`src/hdl/bsc_div.sv`:
```
// Pipelined unsigned restoring divider with a sideband that travels along.
module bsc_div #(
    parameter int DW  = 32,
    parameter int VW  = 17,
    parameter int SW  = 1,
    parameter int SPS = 2
) (
    input  logic          aclk,
    input  logic          aresetn,
    input  logic          en,
    input  logic          in_valid,
    input  logic [DW-1:0] in_num,
    input  logic [VW-1:0] in_den,
    input  logic [SW-1:0] in_side,
    output logic          out_valid,
    output logic [DW-1:0] out_quo,
    output logic [SW-1:0] out_side
);
    localparam int NSTG = (DW + SPS - 1) / SPS;
    localparam int AW   = VW + DW;

    // acc holds {remainder, dividend bits not yet used / quotient bits}
    logic [AW-1:0] acc_reg  [NSTG];
    logic [AW-1:0] acc_next [NSTG];
    logic [AW-1:0] acc_in   [NSTG];
    logic [VW-1:0] den_reg  [NSTG];
    logic [VW-1:0] den_in   [NSTG];
    logic [SW-1:0] side_reg [NSTG];
    logic [NSTG-1:0] vld_reg;

    always_comb begin
        acc_in[0] = {{VW{1'b0}}, in_num};
        den_in[0] = in_den;
        for (int s = 1; s < NSTG; s++) begin
            acc_in[s] = acc_reg[s-1];
            den_in[s] = den_reg[s-1];
        end
    end

    always_comb begin
        logic [AW-1:0] acc_w;
        logic [VW:0]   top;
        for (int s = 0; s < NSTG; s++) begin
            acc_w = acc_in[s];
            for (int j = 0; j < SPS; j++) begin
                if (s * SPS + j < DW) begin
                    top = acc_w[AW-1:DW-1];
                    if (top >= {1'b0, den_in[s]}) begin
                        top   = top - {1'b0, den_in[s]};
                        acc_w = {top[VW-1:0], acc_w[DW-2:0], 1'b1};
                    end else begin
                        acc_w = {top[VW-1:0], acc_w[DW-2:0], 1'b0};
                    end
                end
            end
            acc_next[s] = acc_w;
        end
    end

    always_ff @(posedge aclk) begin
        if (en) begin
            for (int s = 0; s < NSTG; s++) begin
                acc_reg[s] <= acc_next[s];
                den_reg[s] <= den_in[s];
            end
            side_reg[0] <= in_side;
            for (int s = 1; s < NSTG; s++) begin
                side_reg[s] <= side_reg[s-1];
            end
        end
    end

    always_ff @(posedge aclk) begin
        if (!aresetn) begin
            vld_reg <= '0;
        end else if (en) begin
            vld_reg <= {vld_reg[NSTG-2:0], in_valid};
        end
    end

    assign out_valid = vld_reg[NSTG-1];
    assign out_quo   = acc_reg[NSTG-1][DW-1:0];
    assign out_side  = side_reg[NSTG-1];

endmodule

```
`config.mk`:
```
export PLATFORM = sky130hd
export DESIGN_NAME = bsc_div
export DESIGN_NICKNAME = d
export VERILOG_FILES = /design/src/hdl/bsc_div.sv
export SDC_FILE = /design/constraint.sdc
export NUM_CORES = 2
export LEC_CHECK = 0
export ABC_AREA = 1
export BUFFER_PORTS_ARGS = -buffer_cell sky130_fd_sc_hd__buf_2
export CAP_MARGIN = 20
export CORE_AREA = 4 4 395 397
export CTS_BUF_LIST = sky130_fd_sc_hd__clkbuf_4
export DETAILED_ROUTE_END_ITERATION = 10
export DIE_AREA = 0 0 399 401
export PLACE_DENSITY_LB_ADDON = 0.15
export SYNTH_ARGS = -nofsm -noshare
export SYNTH_HDL_FRONTEND = slang
export SYNTH_SLANG_ARGS = --single-unit
```
`constraint.sdc`:
```
create_clock -name aclk -period 3.73 [get_ports aclk]
set_clock_uncertainty 0.05 [all_clocks]
set_input_delay 0.5595 -clock aclk [delete_from_list [all_inputs] [get_ports aclk]]
set_output_delay 0.5595 -clock aclk [all_outputs]
set_load 0.02 [all_outputs]
```
==> out/results.txt <==
Initial drt markers: 4301
Placer congestion estimate: 0.9274
Vias in the first global route: 64456
Peak Freq: 241.4 MHz
Nets: 11540
Cells after Synth: 8037
First-pass GRT wire length: 329700 um
Hold WC Path Type: input port to flip-flop
Row cnt: 143
Area leader, netlist: edfxtp_1
Pins over their slew limit: 0
Die Y: 401 um
Top-count cell post-synth: nand2_1
Slew margin rel.: 0.4490
Syn Std Cell Area: 0.06819 mm^2
GRT Total Usage: 0.2555
Final period utilization: 1.110
Final count of hold timing violations: 0
Critical path arrival: 5.08 ns
DRC: 0
H-tree Lvls: 5
Worst-path clk slew: 0.06 ns
Grt ovf: 0
Final setup viols: 166
Critical path class: flip-flop to flip-flop
Port buffer count: 87
Sequential fraction of the synthesis area: 0.4618
Startpoint types: flip-flop
Cells on worst reg2reg path: 24
Top cell type's share of synthesized area: 0.4571
Fin util: 0.6821
Initial Utilization: 0.4489
Top cells by count, synth: 2686 x nand2_1, 1046 x inv_1, 1038 x edfxtp_1
Post-DP HPWL: 152400 um
Clk root buf: clkbuf_4
CP Max Fanout: 5
Post-synthesis async set-or-reset flop share: 0
Seq cells post-synth: 1054
Least-Margin Pin Slew: 0.8265 ns
Max_cap viols: 0
Ports: 88
Yosys warnings: 0
Hold Path Depth: 4
Final WS setup: -0.4117 ns
Setup crit end kind: flip-flop
Wire per inst: 16.51 um
Status: finished, violations left
Final ANT Viol Nets: 0
WL final: 217000 um
Final min period: 4.142 ns
Initial antenna violation count: 6
Largest net degree at the start of global routing: 132
Most used flip-flop cell after synthesis: edfxtp_1
TritonCTS buffer count: 307
Vias per cell: 4.993
Total iterations of the first detailed-routing run: 8
CTS tree: done
Clock sink count: 1054
Vias: 65613
Worst slack, placed: -0.5010 ns
Fill count: 11919
Layout cell share with drive strength beyond 1: 0.4245
Worst R2R Setup Slack: -0.41 ns
Post-placement cell area: 0.08491 mm^2
Worst-Skew Late Latency: 1.32 ns
EDFF count, synth: 1038
Die Wd: 399 um
Clock buffer depth: 4
Die ar.: 0.1600 mm^2
CP required: 4.67 ns
RSZ-0062 raised after global routing: true
Synthesized area per cell: 8.485 um^2
Setup_tns: -13.78 ns
Core footprint: 0.1519 mm^2
Synth area leaders: edfxtp_1 46%, nand2_1 15%, ha_1 9.7%, inv_1 5.8%, a21oi_1 3.2%
Failing checks: setup timing
Post-route cell area: 0.1036 mm^2
Area grow syn2layout: 51.94%
Synth cell types: 56
Syn_nets: 8650
Max reg flops: 767
cell usage in the layout (no fill, tap or decap), drive strengths merged, types with 20 or more instances in the layout:
cell         count
dlygate4sd3    107
nand3          406
xor2           169
a21oi          449
nand3b          65
o21ai          466
nor3            70
edfxtp        1038
a31oi           20
clkbuf         404
ha             529
o21bai          54
inv           1073
fa              30
nor2           507
nand2         2765
nand4           61
or2             30
clkinv          87
xnor2          122
buf           2530
cell families after synthesis:
| logic type | Yosys count | synth area share |
|---|---|---|
| AO/OA/AOI/OAI | 1032 | 0.08202 |
| buffers and inverters | 1169 | 0.06914 |
| AND/OR/NAND/NOR | 3932 | 0.2438 |
| flip-flops | 1054 | 0.4618 |
| XOR/XNOR | 291 | 0.03737 |
| adder cells (fa/ha/maj) | 559 | 0.1059 |
through the flow:
| step | hold slack [ns] | instances |
|---|---|---|
| floorplan | 0.3503 | 8037 |
| global placement | 0.3501 | 11932 |
| detailed placement | 0.3545 | 11932 |
| CTS | 0.02191 | 12910 |
| global route | 0.1044 | 13140 |
| finish | 0.1678 | 13140 |
timing repair:
item,4_1_cts,5_1_grt
resized for setup,1043,1079
endpoints found under the hold margin,654,0
setup endpoints to repair,252,253
hold buffers,107,0
gates cloned,43,10
setup buffers,347,225
pin swaps,331,445
layout make-up:
cell class / instances / area (um^2) / share of cell area
Sequential cell: 1054 / 31490 / 0.3039
Multi-Input combinational cell: 5839 / 40690 / 0.3927
Inverter: 1077 / 4158 / 0.04013
Timing Repair Buffer: 2644 / 21190 / 0.2045
Antenna cell: 7 / 17.52 / 0.0001691
Clock buffer: 398 / 2988 / 0.02884
Timing Repair inverter: 4 / 43.79 / 0.0004227
Tap cell: 2030 / 2540 / 0.02451
Clock inverter: 87 / 493.0 / 0.004758
critical path, cell delays in order (launching register included):
cell      delay [ns]
edfxtp_1        0.50
ha_4            0.35
nand2_4         0.08
nor3_2          0.24
nand3_1         0.13
nor2_1          0.17
nor2_2          0.10
nand2_8         0.12
clkinv_8        0.08
buf_16          0.14
o21ai_4         0.19
ha_4            0.24
nand2_1         0.09
nand2_1         0.10
nand2_2         0.09
nand2_2         0.08
a21oi_4         0.14
nand2_2         0.09
buf_4           0.14
buf_4           0.12
buf_4           0.12
buf_4           0.12
xor2_1          0.14
o21ai_0         0.13
nand2_2         0.10
routing by layer:
metal,vias to the layer above,global-route usage,wire [um]
met1,30596,0.3303,92630
li1,32691,-,-
met3,537,0.03622,9939
met4,0,0.09380,8345
met2,1789,0.4354,106100
met5,-,0,0
path summary, 6_finish.rpt:
kind | startpoint | endpoint
worst max-delay path | acc_reg[1][234]$_DFFE_PP_ | acc_reg[1][291]$_DFFE_PP_
worst min-delay path | in_num[30] | acc_reg[0][32]$_DFFE_PP_
worst max register to register | acc_reg[1][234]$_DFFE_PP_ | acc_reg[1][291]$_DFFE_PP_
worst min register to register | acc_reg[0][204]$_DFFE_PP_ | acc_reg[0][255]$_DFFE_PP_
Power is not shown: default switching activity piles up to over one toggle a cycle in this logic, so the estimate is an artifact.
