### config.mk
export PLATFORM = sky130hd
export DESIGN_NAME = bsc_post
export DESIGN_NICKNAME = d
export VERILOG_FILES = /design/src/hdl/bsc_pkg.sv /design/src/hdl/bsc_post.sv
export SDC_FILE = /design/constraint.sdc
export NUM_CORES = 2
export LEC_CHECK = 0
export ABC_AREA = 1
export BUFFER_PORTS_ARGS = -buffer_cell sky130_fd_sc_hd__buf_2
export CORE_MARGIN = 4
export CORE_UTILIZATION = 65
export CTS_CLUSTER_SIZE = 40
export DETAILED_ROUTE_END_ITERATION = 8
export PLACE_DENSITY = 0.82
export SETUP_SLACK_MARGIN = 0.1
export SYNTH_ARGS = -nofsm -noshare
export SYNTH_HDL_FRONTEND = slang
export SYNTH_SLANG_ARGS = --single-unit
### constraint.sdc
create_clock -name aclk -period 13.8 [get_ports aclk]
set_clock_uncertainty 0.2 [all_clocks]
set_input_delay 1.38 -clock aclk [delete_from_list [all_inputs] [get_ports aclk]]
set_output_delay 1.38 -clock aclk [all_outputs]
set_load 0.1 [all_outputs]
### src/hdl/bsc_pkg.sv
// Shared types and constants for the barometric sensor compensation block.
package bsc_pkg;

    localparam int DIV_BITS_PER_STAGE = 2;

    // Divider operand widths, fixed by the field ranges
    localparam int T_NUM_W = 27;
    localparam int T_DEN_W = 19;
    localparam int P_NUM_W = 32;
    localparam int P_DEN_W = 17;

    localparam int C_B6_OFFSET = 4000;
    localparam int C_B7_SCALE  = 50000;
    localparam int C_K_SQ      = 3038;
    localparam int C_K_LIN     = 7357;
    localparam int C_K_OFS     = 3791;
    localparam int C_RECIP10   = 52429;   // ceil(2^19 / 10)
    localparam int C_PRES_MAX  = 262143;

    localparam int CFG_DATA_W = 48;
    localparam int CFG_IDX_W  = 2;

    typedef enum logic [CFG_IDX_W-1:0] {
        REG_AC123 = 2'd0,
        REG_AC456 = 2'd1,
        REG_B12   = 2'd2,
        REG_MCMD  = 2'd3
    } bsc_reg_t;

    typedef struct packed {
        logic signed [15:0] ac1;
        logic signed [15:0] ac2;
        logic signed [15:0] ac3;
        logic [15:0]        ac4;
        logic [15:0]        ac5;
        logic [15:0]        ac6;
        logic signed [15:0] b1;
        logic signed [15:0] b2;
        logic signed [15:0] mc;
        logic signed [15:0] md;
    } bsc_cal_t;

    // Carried alongside the temperature divider
    typedef struct packed {
        logic signed [17:0] x1;
        logic [18:0]        up;
        logic [1:0]         oss;
        logic               qneg;
        logic               dz;
    } bsc_tside_t;

    // Carried alongside the pressure divider
    typedef struct packed {
        logic signed [15:0] tenths;
        logic               big;
        logic               err;
    } bsc_pside_t;

    typedef struct packed {
        logic               err;
        logic [17:0]        pressure;
        logic signed [12:0] degrees;
        logic signed [15:0] tenths;
    } bsc_res_t;

endpackage

### src/hdl/bsc_post.sv
// Pressure polynomial correction, whole degrees and result assembly.
module bsc_post (
    input  logic                     aclk,
    input  logic                     aresetn,
    input  logic                     en,
    input  logic                     in_valid,
    input  logic [bsc_pkg::P_NUM_W-1:0] in_quo,
    input  bsc_pkg::bsc_pside_t      in_side,
    output logic                     out_valid,
    output bsc_pkg::bsc_res_t        out_res
);
    import bsc_pkg::*;

    logic [1:0] vld_reg;

    // stage F
    logic [31:0]        p_f;
    logic [15:0]        tm_f;
    logic [31:0]        p_f_reg;
    logic [47:0]        sq_f_reg;
    logic [44:0]        m2_f_reg;
    logic [31:0]        dm_f_reg;
    logic signed [15:0] tenths_f_reg;
    logic               err_f_reg;

    // stage G
    logic [59:0]        x1p_g;
    logic [12:0]        dmag_g;
    logic [31:0]        p_g_reg;
    logic [43:0]        x1_g_reg;
    logic [29:0]        x2m_g_reg;
    logic signed [12:0] deg_g_reg;
    logic signed [15:0] tenths_g_reg;
    logic               err_g_reg;

    // final
    logic signed [46:0] sacc;
    logic signed [48:0] pres;
    logic [17:0]        pres_sat;

    always_comb begin
        p_f  = in_side.big ? {in_quo[30:0], 1'b0} : in_quo;
        tm_f = in_side.tenths[15] ? 16'(-in_side.tenths) : 16'(in_side.tenths);
    end

    always_comb begin
        x1p_g  = 60'(sq_f_reg) * 60'(C_K_SQ);
        dmag_g = 13'(dm_f_reg >> 19);
    end

    always_comb begin
        // x2 is the negated ceiling of 7357 * p / 2^16
        sacc = $signed({3'b0, x1_g_reg}) - $signed({17'b0, x2m_g_reg}) + 47'(C_K_OFS);
        pres = $signed({17'b0, p_g_reg}) + 49'(sacc >>> 4);
        if (pres < 0) begin
            pres_sat = '0;
        end else if (pres > 49'(C_PRES_MAX)) begin
            pres_sat = 18'(C_PRES_MAX);
        end else begin
            pres_sat = 18'(pres);
        end
        if (err_g_reg) begin
            out_res = '0;
            out_res.err = 1'b1;
        end else begin
            out_res.err      = 1'b0;
            out_res.pressure = pres_sat;
            out_res.degrees  = deg_g_reg;
            out_res.tenths   = tenths_g_reg;
        end
    end

    always_ff @(posedge aclk) begin
        if (en) begin
            p_f_reg      <= p_f;
            sq_f_reg     <= 48'(p_f[31:8]) * 48'(p_f[31:8]);
            m2_f_reg     <= 45'(p_f) * 45'(C_K_LIN);
            dm_f_reg     <= 32'(tm_f) * 32'(C_RECIP10);
            tenths_f_reg <= in_side.tenths;
            err_f_reg    <= in_side.err;

            p_g_reg      <= p_f_reg;
            x1_g_reg     <= 44'(x1p_g >> 16);
            x2m_g_reg    <= 30'((46'(m2_f_reg) + 46'd65535) >> 16);
            deg_g_reg    <= tenths_f_reg[15] ? -$signed(dmag_g) : $signed(dmag_g);
            tenths_g_reg <= tenths_f_reg;
            err_g_reg    <= err_f_reg;
        end
    end

    always_ff @(posedge aclk) begin
        if (!aresetn) begin
            vld_reg <= '0;
        end else if (en) begin
            vld_reg <= {vld_reg[0], in_valid};
        end
    end

    assign out_valid = vld_reg[1];

endmodule

==> metrics.md <==
| Metric | Value |
|---|---|
| Run status | `finished, final reports clean` |
| Final setup vio count | `0` |
| Post-CTS setup buffers | `0` |
| Max Cap Viol | `0` |
| Synth Register Bits | `289` |
| Starting Density | `65.6%` |
| Slowest CP cell | `clkinv_1` |
| Die area | `92300 um2` |
| Post-synth EDFFs | `287` |
| Slew headroom | `22.4%` |
| Layout cells sized above 1 | `5.13%` |
| Gpl congestion | `0.959` |
| Initial antenna violation count | `3` |
| DR vias/cell | `5.50` |
| Chip width | `304 um` |
| Die Span Y | `304 um` |
| Compound-gate portion of the synthesized area | `5.82%` |
| Num ports | `103` |
| Mux cell area share after synthesis | `0%` |
| Clk buf depth | `3` |
| Post-route ant nets | `0` |
| WP buf/inv | `9` |
| DR DRC count | `0` |
| Synth top cells by count | `inv_1, fa_1, nand2_1` |
| Slowest stage delay, CP | `750 ps` |
| Final Hold Vio Count | `0` |
| First-pass GRT wire length | `227000 um` |
| Critical path class | `in -> reg` |
| HP Class | `reg -> reg` |
| Async SR Flop Fraction | `0%` |
| P&R area growth vs syn | `5.41%` |
| Clock buffer count from CTS | `30` |
| GRT Util Overall | `30.8%` |
| Min Tclk post-route | `10440 ps` |
| CTS tree | `yes` |
| Row cnt | `108` |
| Max frequency | `95.8 MHz` |
| H-tree depth | `1` |
| IO Port Bufs | `102` |
| Clock transition at the registers of the reported paths | `70 ps` |
| Most common cell in the synthesized netlist | `inv_1` |
| Root buf cell | `clkbuf_16` |
| Max Slew Vio Count | `0` |
| Synth Area in XOR/XNOR | `3.84%` |
| Required time of the critical path | `13970 ps` |
| Total iterations of the first detailed-routing run | `6` |
| Diodes inserted | `0` |
| Cells after Synth | `6254` |
| Clk Latency, worst-skew pair | `620 ps` |
| Final WL | `139000 um` |
| DP HPWL | `116000 um` |
| Simple-gate share of the synthesized area | `11.7%` |
| Pin count of the biggest net entering global routing | `81` |
| Congestion Overflow GR | `0` |
| Multi-input gate area | `41300 um2` |
| Core area | `86800 um2` |
| Adder-Cell Fraction of Synth Area | `51.2%` |
| Crit Path Max Fanout | `35` |
| Routed WL per cell | `18.3 um` |
| Post-CTS Hold Buffers | `0` |
| Crit. End Element | `flip-flop` |
| Seq/Total Area, Yosys | `15.2%` |
| Nets | `8144` |
| Most common cell on crit path | `fa_1` |
| Reg area | `8660 um2` |
| Mapped cell area | `56900 um2` |
| Area share of the largest cell type after synthesis | `36.0%` |
| Filler instances | `6509` |
| Vias in the first global route | `45300` |
| Post-route clock period utilization | `75.6%` |
| RSZ-0062 raised after global routing | `no` |
| Top cells by area, synth | `fa_1, ha_1, edfxtp_1` |
| Area leader, netlist | `fa_1` |
| Synth Warn # | `0` |
| Sinks on Clock Net | `289` |
| Post-CTS sizing | `0` |
| Starting DRT DRC Count | `2928` |
| Most used flip-flop cell after synthesis | `edfxtp_1` |
| Crit path DAT | `10610 ps` |
| Count of cell types in the netlist | `60` |
| Worst slew pin tran | `1160 ps` |
| Via Count | `41600` |
| CP delay by family, top | `adder cells` |
| Max reg flops | `46` |
| Avg Inst Size Synth | `9.10 um2` |
| Post-route setup TNS | `0 ps` |
| Crit path launch type | `input port` |
| Largest family of logic cells by synthesized area | `adder cells` |
## final cells by class
type                    count  area share, %
well taps                1155           2.41
flip-flops and latches    289           14.4
multi-input cells        4119           69.0
clock inverters            20          0.332
clock buffers              35           1.28
repair buffers            140           1.34
inverters                1795           11.2
## layer usage
metal	up-vias	GRT usage [%]	wire length [um]	share of wire, %
met5	-	0	17	0.012
met1	20200	39.4	54600	39
met4	2	11.3	5950	4.3
li1	19300	-	-	-
met2	1642	51.7	65600	47
met3	414	7.27	12400	9.0
## per-stage QoR
stage	hold slack [ps]	instance area [um2]	cells	worst slack [ps]	util [%]
2_1_floorplan	200	56900	6256	4450	-
3_3_place_gp	201	59000	7498	3040	68.0
3_5_place_dp	205	59000	7498	2840	68.0
4_1_cts	220	60000	7553	3500	69.1
5_1_grt	228	60000	7553	2730	69.1
6_report	220	60000	7553	3360	69.1
## worst paths after layout
path	from	slack [ps]	endpoint	cells past startpoint
setup / recovery	in_side[1]	3360	sq_f_reg[46]	33
hold / removal	dm_f_reg[0]	220	tenths_g_reg[0]	0
setup reg to reg	p_f_reg[8]	6770	x1_g_reg[41]	24
hold reg to reg	dm_f_reg[0]	220	tenths_g_reg[0]	0
## cell families (layout without fill, tap and decap cells)
kind of cell | Yosys count | after routing
AO/OA/AOI/OAI | 589 | 589
flip-flops | 289 | 289
buffers and inverters | 1848 | 1990
other | 1 | 3
adder cells (fa/ha/maj) | 1715 | 1715
AND/OR/NAND/NOR | 1564 | 1564
XOR/XNOR | 248 | 248
## placed cells by master, fill, tap and decap left out, types with 36 or more instances in the layout
cell type / n
inv_1: 1774
fa_1: 1023
nand2_1: 717
ha_1: 692
nor2_1: 526
a21oi_1: 302
edfxtp_1: 287
xor2_1: 145
o21ai_0: 128
nand3_1: 120
xnor2_1: 101
buf_2: 101
nand4_1: 50
nand2_2: 43
buf_4: 38
nor3_1: 36
Power is not shown: default switching activity piles up to over one toggle a cycle in this logic, so the estimate is an artifact.
